$ cat src/rtl/core/apip_pkg.sv
// ----------------------------------------------------------------------------
// apip_pkg
// Shared types and constants of the ascii radix integer parser.
// ----------------------------------------------------------------------------
package apip_pkg;

  localparam int unsigned ValueBitsDef  = 32;
  localparam int unsigned OffsetBitsDef = 16;
  localparam int unsigned RadixBits     = 6;

  localparam logic [RadixBits-1:0] RadixReset = 6'd10;
  localparam logic [RadixBits-1:0] BaseDec    = 6'd10;
  localparam logic [RadixBits-1:0] BaseOct    = 6'd8;
  localparam logic [RadixBits-1:0] BaseHex    = 6'd16;
  localparam logic [RadixBits-1:0] BaseAuto   = 6'd0;

  localparam logic [7:0] ChSpace  = 8'h20;
  localparam logic [7:0] ChZero   = 8'h30;
  localparam logic [7:0] ChNine   = 8'h39;
  localparam logic [7:0] ChLowA   = 8'h61;
  localparam logic [7:0] ChLowZ   = 8'h7a;
  localparam logic [7:0] ChUpA    = 8'h41;
  localparam logic [7:0] ChUpZ    = 8'h5a;
  localparam logic [7:0] ChLowX   = 8'h78;
  localparam logic [7:0] ChUpX    = 8'h58;

  typedef enum logic [3:0] {
    PhIdle   = 4'b0001,
    PhSpaces = 4'b0010,
    PhPrefix = 4'b0100,
    PhDigits = 4'b1000
  } phase_e;

  typedef struct packed {
    phase_e                phase;
    logic [RadixBits-1:0]  base;
  } ctrl_t;

endpackage

$ cat src/rtl/core/apip_step.sv
// ----------------------------------------------------------------------------
// apip_step
// Per-character parse step: space skipping, prefix handling, digit decode, multiply-add.
// ----------------------------------------------------------------------------
module apip_step import apip_pkg::*; #(
  parameter int unsigned ValueBits  = ValueBitsDef,
  parameter int unsigned OffsetBits = OffsetBitsDef
) (
  input  logic [7:0]            ch_i,
  input  logic                  first_i,
  input  logic [RadixBits-1:0]  radix_i,
  input  ctrl_t                 ctrl_i,
  input  logic [ValueBits-1:0]  acc_i,
  input  logic [OffsetBits-1:0] cnt_i,
  output ctrl_t                 ctrl_o,
  output logic [ValueBits-1:0]  acc_o,
  output logic [OffsetBits-1:0] cnt_o,
  output logic                  emit_o
);

  ctrl_t                 ctrl_s;
  logic [ValueBits-1:0]  acc_s;
  logic [OffsetBits-1:0] cnt_s;
  logic [OffsetBits-1:0] cnt_inc;
  logic [RadixBits-1:0]  digit;
  logic                  digit_ok;
  logic                  do_digit;

  // digit value 0..35, flag low for anything else
  always_comb begin
    digit    = '0;
    digit_ok = 1'b0;
    if (ch_i >= ChZero && ch_i <= ChNine) begin
      digit    = 6'(ch_i - ChZero);
      digit_ok = 1'b1;
    end else if (ch_i >= ChLowA && ch_i <= ChLowZ) begin
      digit    = 6'(ch_i - ChLowA) + 6'd10;
      digit_ok = 1'b1;
    end else if (ch_i >= ChUpA && ch_i <= ChUpZ) begin
      digit    = 6'(ch_i - ChUpA) + 6'd10;
      digit_ok = 1'b1;
    end
  end

  always_comb begin
    ctrl_s = ctrl_i;
    acc_s  = acc_i;
    cnt_s  = cnt_i;
    if (first_i) begin
      ctrl_s.phase = PhSpaces;
      ctrl_s.base  = radix_i;
      acc_s        = '0;
      cnt_s        = '0;
    end
    cnt_inc = (cnt_s == {OffsetBits{1'b1}}) ? cnt_s : cnt_s + 1'b1;

    ctrl_o   = ctrl_s;
    acc_o    = acc_s;
    cnt_o    = cnt_s;
    emit_o   = 1'b0;
    do_digit = 1'b0;

    unique case (ctrl_s.phase)
      PhIdle: begin
      end
      PhSpaces: begin
        if (ch_i == ChSpace) begin
          cnt_o = cnt_inc;
        end else if (ctrl_s.base == BaseAuto && ch_i == ChZero) begin
          cnt_o        = cnt_inc;
          ctrl_o.phase = PhPrefix;
        end else begin
          if (ctrl_s.base == BaseAuto) ctrl_o.base = BaseDec;
          do_digit = 1'b1;
        end
      end
      PhPrefix: begin
        if (ch_i == ChLowX || ch_i == ChUpX) begin
          ctrl_o.base  = BaseHex;
          ctrl_o.phase = PhDigits;
          cnt_o        = cnt_inc;
        end else begin
          ctrl_o.base = BaseOct;
          do_digit    = 1'b1;
        end
      end
      PhDigits: begin
        do_digit = 1'b1;
      end
      default: begin
        ctrl_o.phase = PhIdle;
      end
    endcase

    if (do_digit) begin
      if (digit_ok && digit < ctrl_o.base) begin
        ctrl_o.phase = PhDigits;
        acc_o        = acc_s * ValueBits'(ctrl_o.base) + ValueBits'(digit);
        cnt_o        = cnt_inc;
      end else begin
        ctrl_o.phase = PhIdle;
        emit_o       = 1'b1;
      end
    end
  end

endmodule

$ cat src/rtl/core/ascii_radix_integer_parser.sv
// ----------------------------------------------------------------------------
// ascii_radix_integer_parser
// Streams characters in, emits the unsigned value and offset of each string.
// ----------------------------------------------------------------------------
//  channel  signals                                   direction
//  input    in_valid_i in_ready_o ch_i first_i        in
//  output   out_valid_o out_ready_i value_o end_offset_o   out
//  config   cfg_we_i cfg_wdata_i                      in
//
//  one character per cycle sustained while no result is held; a result is
//  registered when its terminator is parsed out of the input register
//  the per-character multiply-add in apip_step sets the longest combinational path
//  reset clears state to idle with radix ten
//  a held result stalls the parse stage; one more character is buffered
// ----------------------------------------------------------------------------
module ascii_radix_integer_parser import apip_pkg::*; #(
  parameter int unsigned ValueBits  = ValueBitsDef,
  parameter int unsigned OffsetBits = OffsetBitsDef
) (
  input  logic                  clk_i,
  input  logic                  rst_ni,
  input  logic                  in_valid_i,
  output logic                  in_ready_o,
  input  logic [7:0]            ch_i,
  input  logic                  first_i,
  output logic                  out_valid_o,
  input  logic                  out_ready_i,
  output logic [ValueBits-1:0]  value_o,
  output logic [OffsetBits-1:0] end_offset_o,
  input  logic                  cfg_we_i,
  input  logic [RadixBits-1:0]  cfg_wdata_i
);

  logic                  in_valid_q;
  logic [7:0]            ch_q;
  logic                  first_q;
  logic [RadixBits-1:0]  radix_q;
  ctrl_t                 ctrl_q, ctrl_d;
  logic [ValueBits-1:0]  acc_q, acc_d;
  logic [OffsetBits-1:0] cnt_q, cnt_d;
  logic                  out_valid_q;
  logic [ValueBits-1:0]  value_q;
  logic [OffsetBits-1:0] offset_q;
  logic                  emit;
  logic                  fire;

  assign fire       = in_valid_q && (!out_valid_q || out_ready_i);
  assign in_ready_o = !in_valid_q || fire;

  apip_step #(
    .ValueBits  (ValueBits),
    .OffsetBits (OffsetBits)
  ) u_step (
    .ch_i    (ch_q),
    .first_i (first_q),
    .radix_i (radix_q),
    .ctrl_i  (ctrl_q),
    .acc_i   (acc_q),
    .cnt_i   (cnt_q),
    .ctrl_o  (ctrl_d),
    .acc_o   (acc_d),
    .cnt_o   (cnt_d),
    .emit_o  (emit)
  );

  always_ff @(posedge clk_i or negedge rst_ni) begin
    if (!rst_ni) begin
      in_valid_q  <= 1'b0;
      radix_q     <= RadixReset;
      ctrl_q      <= '{phase: PhIdle, base: BaseDec};
      acc_q       <= '0;
      cnt_q       <= '0;
      out_valid_q <= 1'b0;
    end else begin
      if (cfg_we_i) radix_q <= cfg_wdata_i;
      if (in_ready_o) in_valid_q <= in_valid_i;
      if (fire) begin
        ctrl_q <= ctrl_d;
        acc_q  <= acc_d;
        cnt_q  <= cnt_d;
      end
      if (fire && emit) begin
        out_valid_q <= 1'b1;
      end else if (out_ready_i) begin
        out_valid_q <= 1'b0;
      end
    end
  end

  // payload registers
  always_ff @(posedge clk_i) begin
    if (in_valid_i && in_ready_o) begin
      ch_q    <= ch_i;
      first_q <= first_i;
    end
    if (fire && emit) begin
      value_q  <= acc_d;
      offset_q <= cnt_d;
    end
  end

  assign out_valid_o  = out_valid_q;
  assign value_o      = value_q;
  assign end_offset_o = offset_q;

endmodule

$ cat config.mk
export PLATFORM = sky130hd
export DESIGN_NAME = ascii_radix_integer_parser
export DESIGN_NICKNAME = d
export VERILOG_FILES = /design/src/rtl/core/apip_pkg.sv /design/src/rtl/core/apip_step.sv /design/src/rtl/core/ascii_radix_integer_parser.sv
export SDC_FILE = /design/constraint.sdc
export NUM_CORES = 1
export LEC_CHECK = 0
export ABC_AREA = 1
export BUFFER_PORTS_ARGS = -buffer_cell sky130_fd_sc_hd__buf_2
export CORE_ASPECT_RATIO = 1.1
export CORE_MARGIN = 5
export CORE_UTILIZATION = 63
export DETAILED_ROUTE_END_ITERATION = 10
export GPL_TIMING_DRIVEN = 0
export PLACE_DENSITY = 0.82
export SLEW_MARGIN = 0
export SYNTH_ARGS = -nofsm -noshare
export SYNTH_HDL_FRONTEND = slang
export SYNTH_SLANG_ARGS = --single-unit
$ cat constraint.sdc
create_clock -name clk_i -period 8 [get_ports clk_i]
set_input_delay 0 -clock clk_i [delete_from_list [all_inputs] [get_ports clk_i]]
set_output_delay 0 -clock clk_i [all_outputs]
set_load 0.05 [all_outputs]
==> Word level (Yosys, flattened, before mapping) <==
Index checks and enable logic that the tools add are counted.
W data, S select, Z words.
{ "classes": {"add_sub_neg": 7, "multipliers": 1, "n_lt_le_gt_ge": 7, "eq_ne": 9, "n_mux": 36, "n_reduce_logical": 16} }
{ "op_table": {"columns": ["operator", "n"], "rows": [
  ["$mux W16", 7],
  ["$mux W32", 3],
  ["$add A32 B6 Y32", 1],
  ["$mul A32 B6 Y32", 1],
  ["$pmux W16 S2", 1],
  ["$mux W6", 5],
  ["$mux W10", 2],
  ["$add A16 B1 Y16 const B", 1],
  ["$eq A16 B16 Y1 const B", 1],
  ["$eq A8 B6 Y1 const B", 2],
  ["$eq A8 B7 Y1 const B", 2],
  ["$ge A8 B7 Y1 const B", 2],
  ["$le A8 B7 Y1 const B", 2],
  ["$mux W4", 4],
  ["$add A6 B4 Y6 const B", 2],
  ["$pmux W4 S3", 1],
  ["$pmux W6 S2", 1],
  ["$sub A6 B6 Y6 const B", 2],
  ["$mux W1", 10],
  ["$ge A8 B6 Y1 const B", 1],
  ["$le A8 B6 Y1 const B", 1],
  ["$logic_and A1 B1 Y1", 8],
  ["$logic_not A6 Y1", 1],
  ["$lt A6 B6 Y1", 1],
  ["11 further kinds", 14]
]} }
{ "totals": {"register_bits": 123, "input_bits": 20, "out_inout_bits": 50, "word_cells": 87} }

==> Logic depth before layout (Yosys ltp) <==
Gate-level depths: netlist of the first run.
{ "depth": {"ltp_word": 12, "mapped_depth": 35, "mapped_depth_nobuf": 35} }

==> Cells and area by module <==
A second synthesis of the first run with hierarchy kept.
{ "hier_totals": {"cells_unflattened": 1541, "area_unflattened_um2": 12087.8} }
{ "by_module_without_submodules": {"columns": ["mod", "n_inst", "cells_each", "area_each_um2", "seq_area_each_um2"], "rows": [
  ["apip_step", 1, 1195, 7749.9, 0.0],
  ["ascii_radix_integer_parser", 1, 346, 4337.9, 3369.5]
]} }

==> Worst setup path after synthesis of the first run <==
No wires, ideal clock.
{ "synth_timing": {"path_type": "register to register", "start": "register ch_q[0]", "end": "register value_q[29] (netlist: value_o[29]), data pin", "setup_time_ps": 263, "arrival_ps": 5476, "required_time_ps": 7737, "setup_slack_ps": 2261, "stages_incl_launch_ff": 30, "n_path_buf": 1, "period_less_slack_ps": 5739, "path_cell_list": "edfxtp_1 inv_1 ha_1 inv_1 nor3_4 nand2_1 nand4_1 nand2_1 inv_1 clkbuf_1 nor2_1 fa_1 inv_1 fa_1 inv_1 fa_1 inv_1 fa_1 inv_1 ha_1 nand2_1 o21ai_0 a21oi_1 o21ai_0 nand2_1 nand2_1 nand3_1 nand2_1 xor2_1 o21ai_1"} }
{ "synth_between": {"elab_chain_len": 9, "word_cells_on_any_way": 40, "cone_classes": "add/sub (6); mul (1); order compare (7); eq/ne (4); mux (16); reduce/logical (6)"} }
{ "synth_lines": {"columns": ["element", "line_no", "rtl"], "rows": [
  ["from (decl)", "ascii_radix_integer_parser.sv:35", "logic [7:0] ch_q;"],
  ["from (signal assigned)", "ascii_radix_integer_parser.sv:93", "ch_q <= ch_i;"],
  ["$eq A8 B6 Y1, or another cell as far along", "apip_step.sv:69", "end else if (ctrl_s.base == BaseAuto && ch_i == ChZero) begin"],
  ["$logic_and A1 B1 Y1, or another cell as far along", "apip_step.sv:69", null],
  ["$mux W6 (on tied branches)", "apip_step.sv:69, apip_step.sv:39", null],
  ["$mux W10 / $mux W6 (equally long branches)", "apip_step.sv:67, apip_step.sv:36", null],
  ["$pmux W6 S2 / $mux W6 (equally long branches)", "apip_step.sv:63, apip_step.sv:33", null],
  ["$mul A32 B6 Y32 / $lt A6 B6 Y1 (equally long branches)", "apip_step.sv:98, apip_step.sv:96", null],
  ["$add A32 B6 Y32 / $logic_and A1 B1 Y1 (equally long branches)", "apip_step.sv:98, apip_step.sv:96", null],
  ["$mux W32", "apip_step.sv:96", "if (digit_ok && digit < ctrl_o.base) begin"],
  ["$mux W32 *", "apip_step.sv:95", "if (do_digit) begin"],
  ["via acc_d[29]", "ascii_radix_integer_parser.sv:39", "logic [ValueBits-1:0] acc_q, acc_d;"],
  ["to (signal assigned)", "ascii_radix_integer_parser.sv:97", "value_q <= acc_d;"],
  ["to (decl)", "ascii_radix_integer_parser.sv:42", "logic [ValueBits-1:0] value_q;"]
]} }
Mark *: on every way through the listed nets, which the timed path passes. The rest lies on a longest branch.
A chain may end at the register's enable or synchronous reset.

==> Worst setup path after layout of the first run <==
Same ends and word-level chain as after synthesis.

==> results by group, run 1 <==
Worst hold path
  • Worst min path class: input pin to flip-flop
  • Hold endpoint: radix_q[2]
  • Worst Min Path Start: cfg_we_i
  • Worst hold path cell count: 2

Die
  • Area of the core: 0.0190 mm2
  • Starting Density: roughly 64%
  • Ports: 70
  • Die Span Y: 155 um
  • Rows: between 50 and 60
  • Die W: roughly 140 um
  • Die area: 0.0220 mm2

Layout
  • Area Overhead vs Synth: 12.2%
  • Fill cells: approximately 1500
  • Area of the multi-input gates: 0.00775 mm2
  • Final Core Density: 71.4%
  • Fraction of layout cells with a size suffix above 1: approximately 11%
  • Flip-flop and latch area: 0.00337 mm2
  • Layout Cells excl Fill: 1886
  • NumNets Final: 1834

CTS
  • Post-CTS Setup Bufs: 0
  • CTS Buf Count: 17
  • Clk sink count: around 120
  • Worst-Skew Late Latency: ~0.44 ns
  • Clock slew at reported path FFs: 0.06 ns
  • Clock Path Buffers: 2
  • Number of H-tree levels: 4
  • CTS tree: built
  • Root buf cell: clkbuf_16

Worst setup path
  • Worst setup SP type: flip-flop
  • Reg2reg end: value_o[29]
  • Slowest CP cell: clkbuf_1
  • WP data required: 8.15 ns
  • Worst Setup End Kind: flip-flop
  • Reg2Reg Depth: 29
  • CP Launch Point: ch_q[0]
  • CP arrival: 7.22 ns
  • Crit Path Class: flip-flop to flip-flop
  • RR Startpoint: ch_q[0]
  • Worst path max stage delay: 0.55 ns
  • Max FO, Critical Path: 10
  • Most frequent CP cell: inv_1
  • Reg2Reg Setup Slack: 0.93 ns

Timing
  • Period utilization: 88.3%
  • Count of final hold-check violations: 0
  • Unrepaired setup endpoints after global routing: no
  • Setup-failing EPs final: 0
  • Actual slew at the worst max-slew pin: about 0.92 ns
  • Fin. max-slew vios: 0
  • Min Tclk post-route: 7.07 ns
  • Max Clock Freq: 142 MHz
  • Relative slew margins: a little under 40%
  • TNS Setup: 0 ns
  • Fin Clk Skew: around 0.016 ns

Global routing
  • Initial antenna violation count: 1
  • Gr ovfl total: 0
  • Global-route wire length before repair: 56.0 mm
  • Largest net degree at the start of global routing: 67
  • Vias in the first global route: 11282
  • GRT Overall Usage: 32.2%

Logic synthesis
  • Cell variety after synth: 50
  • Syn_area_per_cell: 7.97 um2
  • Post-synth EDFFs: 57
  • Flops & latches, synth: ~120
  • Syn Nets: 1722
  • Netlist Area Pre-Place: approximately 0.012 mm2
  • Top FF cell, synth: dfrtp_1
  • Ys Warns: 0
  • Syn Inst Count: roughly 1500
  • Asr flop ratio synth: 53.7%
  • Sequential share of the synthesized area: 27.9%

Drt
  • DR pass1 iterations: 6
  • Vias: about 11000
  • Wire per inst: 17.9 um
  • Final WL: about 34 mm
  • Routed vias/inst: between 5 and 6
  • ANT nets after route: 0
  • DRC violation count after routing: 0
  • Initial DRC Count: ~900

Place
  • Port Buffers: 68
  • GP Congestion: 0.969
  • Detailed-placement wirelength estimate: 25.7 mm
  • Placed cell count: ~1800

Power
  • Leak Pwr: 7.07 nW
  • Power density over the cells: slightly below 200 mW/mm2
  • Worst VDD drop: 0.000153 V

Flow run
  • Number of max-cap violations: 0

Status
  • Status: finished, final reports clean
state kept, by name, indices dropped and copies added (netlist names):
register,count
out_valid_o,1
in_valid_q,1
first_q,1
ch_q,8
end_offset_o,16
ctrl_q,10
acc_q,32
value_o,32
cnt_q,16
radix_q,6
cells by family after synthesis:
logic type | Yosys count | share of synthesized area, %
simple gates | 750 | 25.6
buf+inv | 231 | 7.86
fa+ha+maj | 189 | 26.6
compound gates | 174 | 8.61
flops | 123 | 27.9
xor+xnor | 42 | 3.05
mux | 4 | 0.373
synth_stat cells (4+ instances only):
library cell	number	area [um2]
nand2_1	407	1530
nor2_1	234	878
inv_1	173	649
fa_1	112	2240
ha_1	77	963
dfrtp_1	61	1530
edfxtp_1	57	1710
nand3_1	57	285
a21oi_1	42	210
o21ai_0	41	205
xor2_1	37	324
o21ai_1	33	165
clkbuf_1	28	105
o21ai_2	22	193
nor3_1	13	65.1
o21bai_1	8	60.1
buf_6	7	78.8
nand4_1	7	43.8
buf_2	6	30.0
a31oi_1	5	31.3
buf_4	5	37.5
clkinv_1	5	18.8
dfstp_2	5	131
xnor2_1	5	43.8
a21o_1	4	30.0
inv_2	4	15.0
mux2_2	4	45.0
nand2_2	4	25.0
nor2_2	4	25.0
o211ai_1	4	30.0
layout make-up:
type / instances / area share [%]
Buffer: 48 / 1.91
Tap cell: 247 / 2.28
Sequential cell: 123 / 24.9
Multi-Input combinational cell: 1159 / 57.2
Timing Repair Buffer: 93 / 4.45
Antenna cell: 1 / 0.0185
Inverter: 183 / 5.09
Clock inverter: 12 / 0.610
Clock buffer: 20 / 3.54
placed cells by master, fill, tap and decap left out, types with 13 or more instances in the layout:
master         instances
fa_1                 112
xor2_1                37
o21ai_1               33
o21ai_0               41
clkbuf_1              29
a21oi_1               42
nor3_1                13
edfxtp_1              57
clkbuf_16             19
nor2_1               234
nand2_1              407
o21ai_2               22
inv_1                172
nand3_1               57
ha_1                  77
dlygate4sd3_1         24
dfrtp_1               61
buf_2                 73
per-layer routing:
metal / vias up / global-route usage, % / wire length (um)
met1: 5072 / 40.0 / 12800
li1: 5017 / - / -
met4: 0 / 14.7 / 1580
met3: 133 / 5.90 / 2600
met5: - / 0 / 0
met2: 539 / 54.8 / 16700
worst max-delay path: cells and delay by family, from the launching register on:
family / cells / cell delay, ns
flops: 1 / 0.49
compound gates: 4 / 1.09
simple gates: 10 / 1.30
fa+ha+maj: 6 / 2.58
xor+xnor: 1 / 0.21
buf+inv: 8 / 1.14
power by group:
group	switching, mW	internal, mW	total (mW)
Combinational	0.788	0.271	1.06
Clock	0.313	0.433	0.746
Sequential	0.0503	0.796	0.846
worst max path at each step:
stage                  endpoint  slack, ns  cells past startpoint
floorplan           value_o[29]       2.26                     29
global placement    value_o[29]       1.13                     29
detailed placement  value_o[29]       1.05                     29
CTS                 value_o[29]       0.98                     29
global route        value_o[29]       0.54                     29
finish              value_o[29]       0.93                     29
per-stage QoR:
| stage | setup slack [ns] | power [mW] | area (um2) | hold slack [ns] |
|---|---|---|---|---|
| 4_1_cts | 0.977 | 2.64 | 13500 | 0.0399 |
| 3_3_place_gp | 1.13 | 1.85 | 12700 | 0.176 |
| 6_report | 0.933 | 2.65 | 13500 | 0.0514 |
| 5_1_grt | 0.538 | 2.79 | 13500 | 0.0654 |
| 2_1_floorplan | 2.26 | 1.57 | 12100 | -0.296 |
| 3_5_place_dp | 1.05 | 1.88 | 12700 | 0.178 |
repair_timing:
item	4_1_cts	5_1_grt
endpoints found under the hold margin	78	0
hold buffers	24	0
resized for setup	0	0
(Power assumes the default switching activity.)
==> inputs of run 2 (changes only) <==
--- a/config.mk
+++ b/config.mk
@@ -9,10 +9,10 @@
 export BUFFER_PORTS_ARGS = -buffer_cell sky130_fd_sc_hd__buf_2
 export CORE_ASPECT_RATIO = 1.1
 export CORE_MARGIN = 5
-export CORE_UTILIZATION = 63
+export CORE_UTILIZATION = 50
 export DETAILED_ROUTE_END_ITERATION = 10
 export GPL_TIMING_DRIVEN = 0
-export PLACE_DENSITY = 0.82
+export PLACE_DENSITY = 0.67
 export SLEW_MARGIN = 0
 export SYNTH_ARGS = -nofsm -noshare
 export SYNTH_HDL_FRONTEND = slang
==> run 2 against run 1 <==
Clock power grew 10%. Die area grew 24%. Total power grew 2.5%. Highest routed layer unchanged. Count of clock-buffer cells in the layout shrank 2. First-iteration DRC count shrank 35%. Sequential share of layout area shrank 0.28 points. Register-to-register slack lost 0.27 ns. Final area grew 1.1%.
==> results by group, run 2 (synthesis gave the netlist of run 1 again) <==
Worst setup path
  • Reg2reg end: value_o[29] (unchanged)
  • Worst Setup End Kind: flip-flop (unchanged)
  • CP arrival: 7.51 ns (was 7.22 ns)
  • Worst path max stage delay: 0.60 ns (was 0.55 ns)
  • Reg2Reg Depth: 29 (unchanged)
  • Reg2Reg Setup Slack: 0.66 ns (was 0.93 ns)
  • WP data required: 8.17 ns (was 8.15 ns)
  • Slowest CP cell: clkbuf_1 (unchanged)
  • Most frequent CP cell: inv_1 (unchanged)
  • Max FO, Critical Path: 10 (unchanged)
  • Worst setup SP type: flip-flop (unchanged)
  • RR Startpoint: ch_q[0] (unchanged)
  • Crit Path Class: flip-flop to flip-flop (unchanged)

Global routing
  • Largest net degree at the start of global routing: 51 (was 67)
  • GRT Overall Usage: 25.6% (was 32.2%)
  • Initial antenna violation count: 0 (was 1)
  • Global-route wire length before repair: 55.2 mm (was 56.0 mm)
  • Gr ovfl total: 0 (unchanged)
  • Vias in the first global route: 10727 (was 11282)

Die
  • Die area: 0.0273 mm2 (was 0.0220 mm2)
  • Area of the core: 0.0237 mm2 (was 0.0190 mm2)
  • Starting Density: 50.9% (was 63.6%)
  • Die W: 158 um (was 142 um)
  • Ports: 70 (unchanged)
  • Rows: 59 (was 53)
  • Die Span Y: 173 um (was 155 um)

Timing
  • Fin. max-slew vios: 0 (unchanged)
  • Max Clock Freq: 136 MHz (was 142 MHz)
  • Actual slew at the worst max-slew pin: 0.829 ns (was 0.917 ns)
  • Setup-failing EPs final: 0 (unchanged)
  • Min Tclk post-route: 7.34 ns (was 7.07 ns)
  • Count of final hold-check violations: 0 (unchanged)
  • Unrepaired setup endpoints after global routing: no (unchanged)
  • Relative slew margins: 44.7% (was 38.9%)
  • Fin Clk Skew: 0.0152 ns (was 0.0157 ns)
  • TNS Setup: 0 ns (unchanged)
  • Period utilization: 91.8% (was 88.3%)

CTS
  • Post_cts resized: 0 (unchanged)
  • Post-CTS Setup Bufs: 0 (unchanged)
  • Hold Buf Count CTS: 25 (was 24)
  • Clk sink count: 123 (unchanged)
  • CTS Buf Count: 17 (unchanged)
  • Clock Path Buffers: 2 (unchanged)
  • Worst-Skew Late Latency: 0.44 ns (about the same)
  • Clock slew at reported path FFs: 0.06 ns (about the same)
  • Number of H-tree levels: 4 (unchanged)
  • Root buf cell: clkbuf_16 (unchanged)
  • CTS tree: built (unchanged)

Power
  • Power density over the cells: 198 mW/mm2 (was 196 mW/mm2)
  • Power Total: 2.72 mW (was 2.65 mW)
  • Leak Pwr: 7.10 nW (was 7.07 nW)
  • Worst VDD drop: 0.000143 V (was 0.000153 V)

Worst hold path
  • Worst min path class: input pin to flip-flop (unchanged)
  • Worst hold path cell count: 2 (unchanged)
  • Worst Min Path Start: cfg_we_i (unchanged)
  • Hold endpoint: radix_q[5] (was radix_q[2])

Place
  • GP Congestion: 0.948 (was 0.969)
  • Port Buffers: 68 (unchanged)
  • Detailed-placement wirelength estimate: 26.3 mm (was 25.7 mm)

Drt
  • Uppermost layer routed: met4 (unchanged)
  • Initial DRC Count: 595 (was 918)
  • ANT nets after route: 0 (unchanged)
  • Final WL: 33.7 mm (about the same)
  • Vias: 10367 (was 10761)
  • Wire per inst: 17.3 um (was 17.9 um)
  • DRT met1 WL: 14.1 mm (was 12.8 mm)
  • DR pass1 iterations: 5 (was 6)
  • Metal3 WL: 1.77 mm (was 2.60 mm)
  • DRC violation count after routing: 0 (unchanged)
  • Wire length on met2: 16.9 mm (was 16.7 mm)
  • Routed vias/inst: 5.33 (was 5.71)

Layout
  • Most frequent cells in the layout: nand2_1 (407), nor2_1 (234), inv_1 (172) (unchanged)
  • Fraction of layout cells with a size suffix above 1: 11.0% (was 10.9%)
  • Flip-flop and latch area: 0.00337 mm2 (unchanged)
  • Commonest non-fill, non-tap cell in the layout: nand2_1 (unchanged)
  • NumNets Final: 1836 (was 1834)
  • Area Overhead vs Synth: 13.5% (was 12.2%)
  • Ant diodes: 0 (was 1)
  • Area of the multi-input gates: 0.00775 mm2 (unchanged)
  • Fill cells: 2120 (was 1514)

Flow run
  • Number of max-cap violations: 0 (unchanged)

Status
  • Status: finished, final reports clean (unchanged)
run 2: routing by layer:
metal  vias up  global-route usage, %
met5         -                      0
met4         0                   8.39
met3        59                   4.45
met2       263                   43.5
met1      5013                   33.0
li1       5032                      -
run 2: worst max path at each step:
stage / from / to / slack, ns
final: ch_q[0] / value_o[29] / 0.66
after global routing: ch_q[0] / value_o[29] / 0.20
after CTS: ch_q[0] / value_o[29] / 0.75
after detailed placement: ch_q[0] / value_o[29] / 0.78
after global placement: ch_q[0] / value_o[29] / 0.83
after floorplan: ch_q[0] / value_o[29] / 2.26
run 2: critical path, delay by kind of cell (launching register included):
| kind | cells | cell delay (ns) |
|---|---|---|
| adder cells (fa/ha/maj) | 6 | 2.55 |
| AND/OR/NAND/NOR | 10 | 1.36 |
| buffers and inverters | 8 | 1.19 |
| AO/OA/AOI/OAI | 4 | 1.17 |
| flip-flops | 1 | 0.49 |
| XOR/XNOR | 1 | 0.27 |
run 2: final cells by class:
type                            count  area share [%]
Multi-Input combinational cell   1159            56.6
Buffer                             48            1.89
Sequential cell                   123            24.6
Clock inverter                     14            1.15
Clock buffer                       18            3.29
Tap cell                          305            2.79
Timing Repair Buffer               95            4.68
Inverter                          183            5.03
run 2: metrics by stage:
step / util, % / hold WS (ns) / cells / setup slack [ns] / area, um2
after global routing: 57.8 / 0.0621 / 1945 / 0.197 / 13700
after detailed placement: 54.2 / -0.0968 / 1888 / 0.780 / 12800
final: 57.8 / 0.0381 / 1945 / 0.659 / 13700
after CTS: 57.8 / 0.0370 / 1945 / 0.750 / 13700
after floorplan: - / -0.296 / 1513 / 2.26 / 12100
after global placement: 54.0 / 0.176 / 1886 / 0.832 / 12800
run 2: power by group:
part | internal, mW | switching [mW]
registers | 0.796 | 0.0514
logic | 0.271 | 0.779
clock network | 0.483 | 0.337
==> inputs of run 3 (changes only) <==
--- a/config.mk
+++ b/config.mk
@@ -13,6 +13,7 @@
 export DETAILED_ROUTE_END_ITERATION = 10
 export GPL_TIMING_DRIVEN = 0
 export PLACE_DENSITY = 0.67
+export REMOVE_ABC_BUFFERS = 1
 export SLEW_MARGIN = 0
 export SYNTH_ARGS = -nofsm -noshare
 export SYNTH_HDL_FRONTEND = slang
==> run 3 against run 2 <==
Register-to-register slack better by 0.05 ns. Final area shrank 0.74%. Cell count is 1.9% lower. Hold slack worse by 0.031 ns. Flip-flop and latch count is the same. Worst setup slack improved by 0.047 ns. Via count decreased by 2.0%. Critical path type unchanged.
==> results by group, run 3 (synthesis gave the netlist of run 1 again) <==
Timing
  • Actual slew at the worst max-slew pin: 1.15 ns (was 0.829 ns)
  • Setup-failing EPs final: 0 (unchanged)
  • Unrepaired setup endpoints after global routing: no (unchanged)
  • Min Tclk post-route: 7.29 ns (was 7.34 ns)
  • Worst setup margin: 0.706 ns (was 0.659 ns)
  • Count of final hold-check violations: 0 (unchanged)
  • Fin Clk Skew: 0.00953 ns (was 0.0152 ns)
  • TNS Setup: 0 ns (unchanged)
  • Max Clock Freq: 137 MHz (was 136 MHz)
  • Relative slew margins: 22.9% (was 44.7%)
  • Fin. max-slew vios: 0 (unchanged)
  • Period utilization: 91.2% (was 91.8%)
  • Worst hold slack: 0.00729 ns (was 0.0381 ns)

Place
  • GP Congestion: 0.889 (was 0.948)
  • Detailed-placement wirelength estimate: 22.4 mm (was 26.3 mm)
  • Port Buffers: 69 (was 68)
  • Setup Slack @ Placement: -0.757 ns (was 0.780 ns)

Worst setup path
  • Reg2Reg Depth: 26 (was 29)
  • Worst setup SP type: flip-flop (unchanged)
  • RR Startpoint: first_q (was ch_q[0])
  • Max FO, Critical Path: 49 (was 10)
  • Crit Path Class: flip-flop to flip-flop (unchanged)
  • Worst Setup End Kind: flip-flop (unchanged)
  • CP arrival: 7.44 ns (was 7.51 ns)
  • WP data required: 8.14 ns (was 8.17 ns)
  • Reg2Reg Setup Slack: 0.71 ns (was 0.66 ns)
  • Reg2reg end: value_o[29] (unchanged)

Die
  • Die Span Y: 173 um (unchanged)
  • Rows: 59 (unchanged)
  • Area of the core: 0.0237 mm2 (unchanged)
  • Die W: 158 um (unchanged)
  • Ports: 70 (unchanged)
  • Die area: 0.0273 mm2 (unchanged)
  • Starting Density: 50.9% (unchanged)

Global routing
  • GRT Overall Usage: 23.7% (was 25.6%)
  • Global-route wire length before repair: 52.5 mm (was 55.2 mm)
  • Vias in the first global route: 10625 (was 10727)
  • Initial antenna violation count: 0 (unchanged)
  • Gr ovfl total: 0 (unchanged)
  • Largest net degree at the start of global routing: 52 (was 51)

Power
  • Leak Pwr: 7.05 nW (was 7.10 nW)
  • Power density over the cells: 194 mW/mm2 (was 198 mW/mm2)
  • Worst VDD drop: 0.000146 V (was 0.000143 V)

CTS
  • Worst-Skew Late Latency: 0.44 ns (about the same)
  • Clk sink count: 123 (unchanged)
  • Clock slew at reported path FFs: 0.07 ns (was 0.06 ns)
  • CTS tree: built (unchanged)
  • CTS Buf Count: 17 (unchanged)
  • Root buf cell: clkbuf_16 (unchanged)
  • Clock Path Buffers: 2 (unchanged)
  • Number of H-tree levels: 4 (unchanged)

Drt
  • ANT nets after route: 0 (unchanged)
  • Final WL: 30.8 mm (was 33.7 mm)
  • DR pass1 iterations: 5 (unchanged)
  • DRC violation count after routing: 0 (unchanged)
  • Vias: 10160 (was 10367)
  • Initial DRC Count: 633 (was 595)
  • Routed vias/inst: 5.32 (was 5.33)
  • Wire per inst: 16.1 um (was 17.3 um)

Layout
  • Area Overhead vs Synth: 12.7% (was 13.5%)
  • Ant diodes: 0 (unchanged)
  • Most frequent cells in the layout: nand2_1 (407), nor2_1 (234), inv_1 (171) (was nand2_1 (407), nor2_1 (234), inv_1 (172))
  • Fraction of layout cells with a size suffix above 1: 10.9% (was 11.0%)
  • Fill cells: 2160 (was 2120)
  • Commonest non-fill, non-tap cell in the layout: nand2_1 (unchanged)
  • NumNets Final: 1800 (was 1836)

Flow run
  • Number of max-cap violations: 0 (unchanged)

Status
  • Status: finished, final reports clean (unchanged)

Worst hold path
  • Worst min path class: input pin to asynchronous set/reset pin (was input pin to flip-flop)
[run 3: final cells by class]
cell class / instances / area, um2 / share of cell area [%]
Multi-Input combinational cell: 1159 / 7760 / 57.1
Tap cell: 305 / 382 / 2.81
Clock buffer: 17 / 425 / 3.13
Timing Repair Buffer: 107 / 797 / 5.86
Clock inverter: 15 / 164 / 1.21
Inverter: 183 / 698 / 5.14
Sequential cell: 123 / 3370 / 24.8
[run 3: metrics by stage]
stage	utilization (%)	area (um2)	cells	power [mW]
after floorplan	-	11800	1465	1.53
after global placement	52.9	12500	1839	1.78
after detailed placement	53.4	12700	1844	1.82
after CTS	57.2	13500	1905	2.64
after global routing	57.4	13600	1909	2.80
final	57.4	13600	1909	2.64
[run 3: critical path: stages (launching register included)]
cell and delay [ns]:
edfxtp_1 0.38, buf_12 0.17, inv_4 0.21, nand2_1 0.19
nand2_1 0.10, nor3_4 0.30, nand4_1 0.21, nand2_1 0.32
clkinvlp_4 0.64, nor2_1 0.34, fa_1 0.46, ha_1 0.29
inv_1 0.05, fa_1 0.50, fa_1 0.54, inv_1 0.04
ha_1 0.37, a21oi_1 0.11, o21ai_0 0.33, a21oi_1 0.12
o21ai_0 0.51, nand2_1 0.10, nand2_1 0.15, nand3_1 0.08
nand2_1 0.10, xor2_1 0.20, o21ai_1 0.11
[run 3: worst max path at each step]
stage | startpoint | end | cells past startpoint
2_1_floorplan | first_q | value_o[29] | 27
3_3_place_gp | first_q | value_o[29] | 27
3_5_place_dp | first_q | value_o[29] | 27
4_1_cts | first_q | value_o[29] | 27
5_1_grt | first_q | value_o[29] | 28
6_report | first_q | value_o[29] | 26
[run 3: timing repair]
action / in CTS / in global routing
resized for setup: 2 / 1
hold buffers: 28 / 0
hold endpoints to repair: 78 / 0
setup buffers: 1 / 4
endpoints found under the setup margin: 44 / 22
pin swaps: 0 / 0
[run 3: per-layer routing]
layer / wire length (um) / track usage, %
met3: 1560 / 3.68
met5: 0 / 0
met1: 13100 / 30.8
met2: 15300 / 40.1
met4: 782 / 8.32
[run 3: report_power, final]
group	internal (mW)	switching, mW
logic	0.268	0.722
registers	0.796	0.0521
clock network	0.464	0.338
total	1.53	1.11
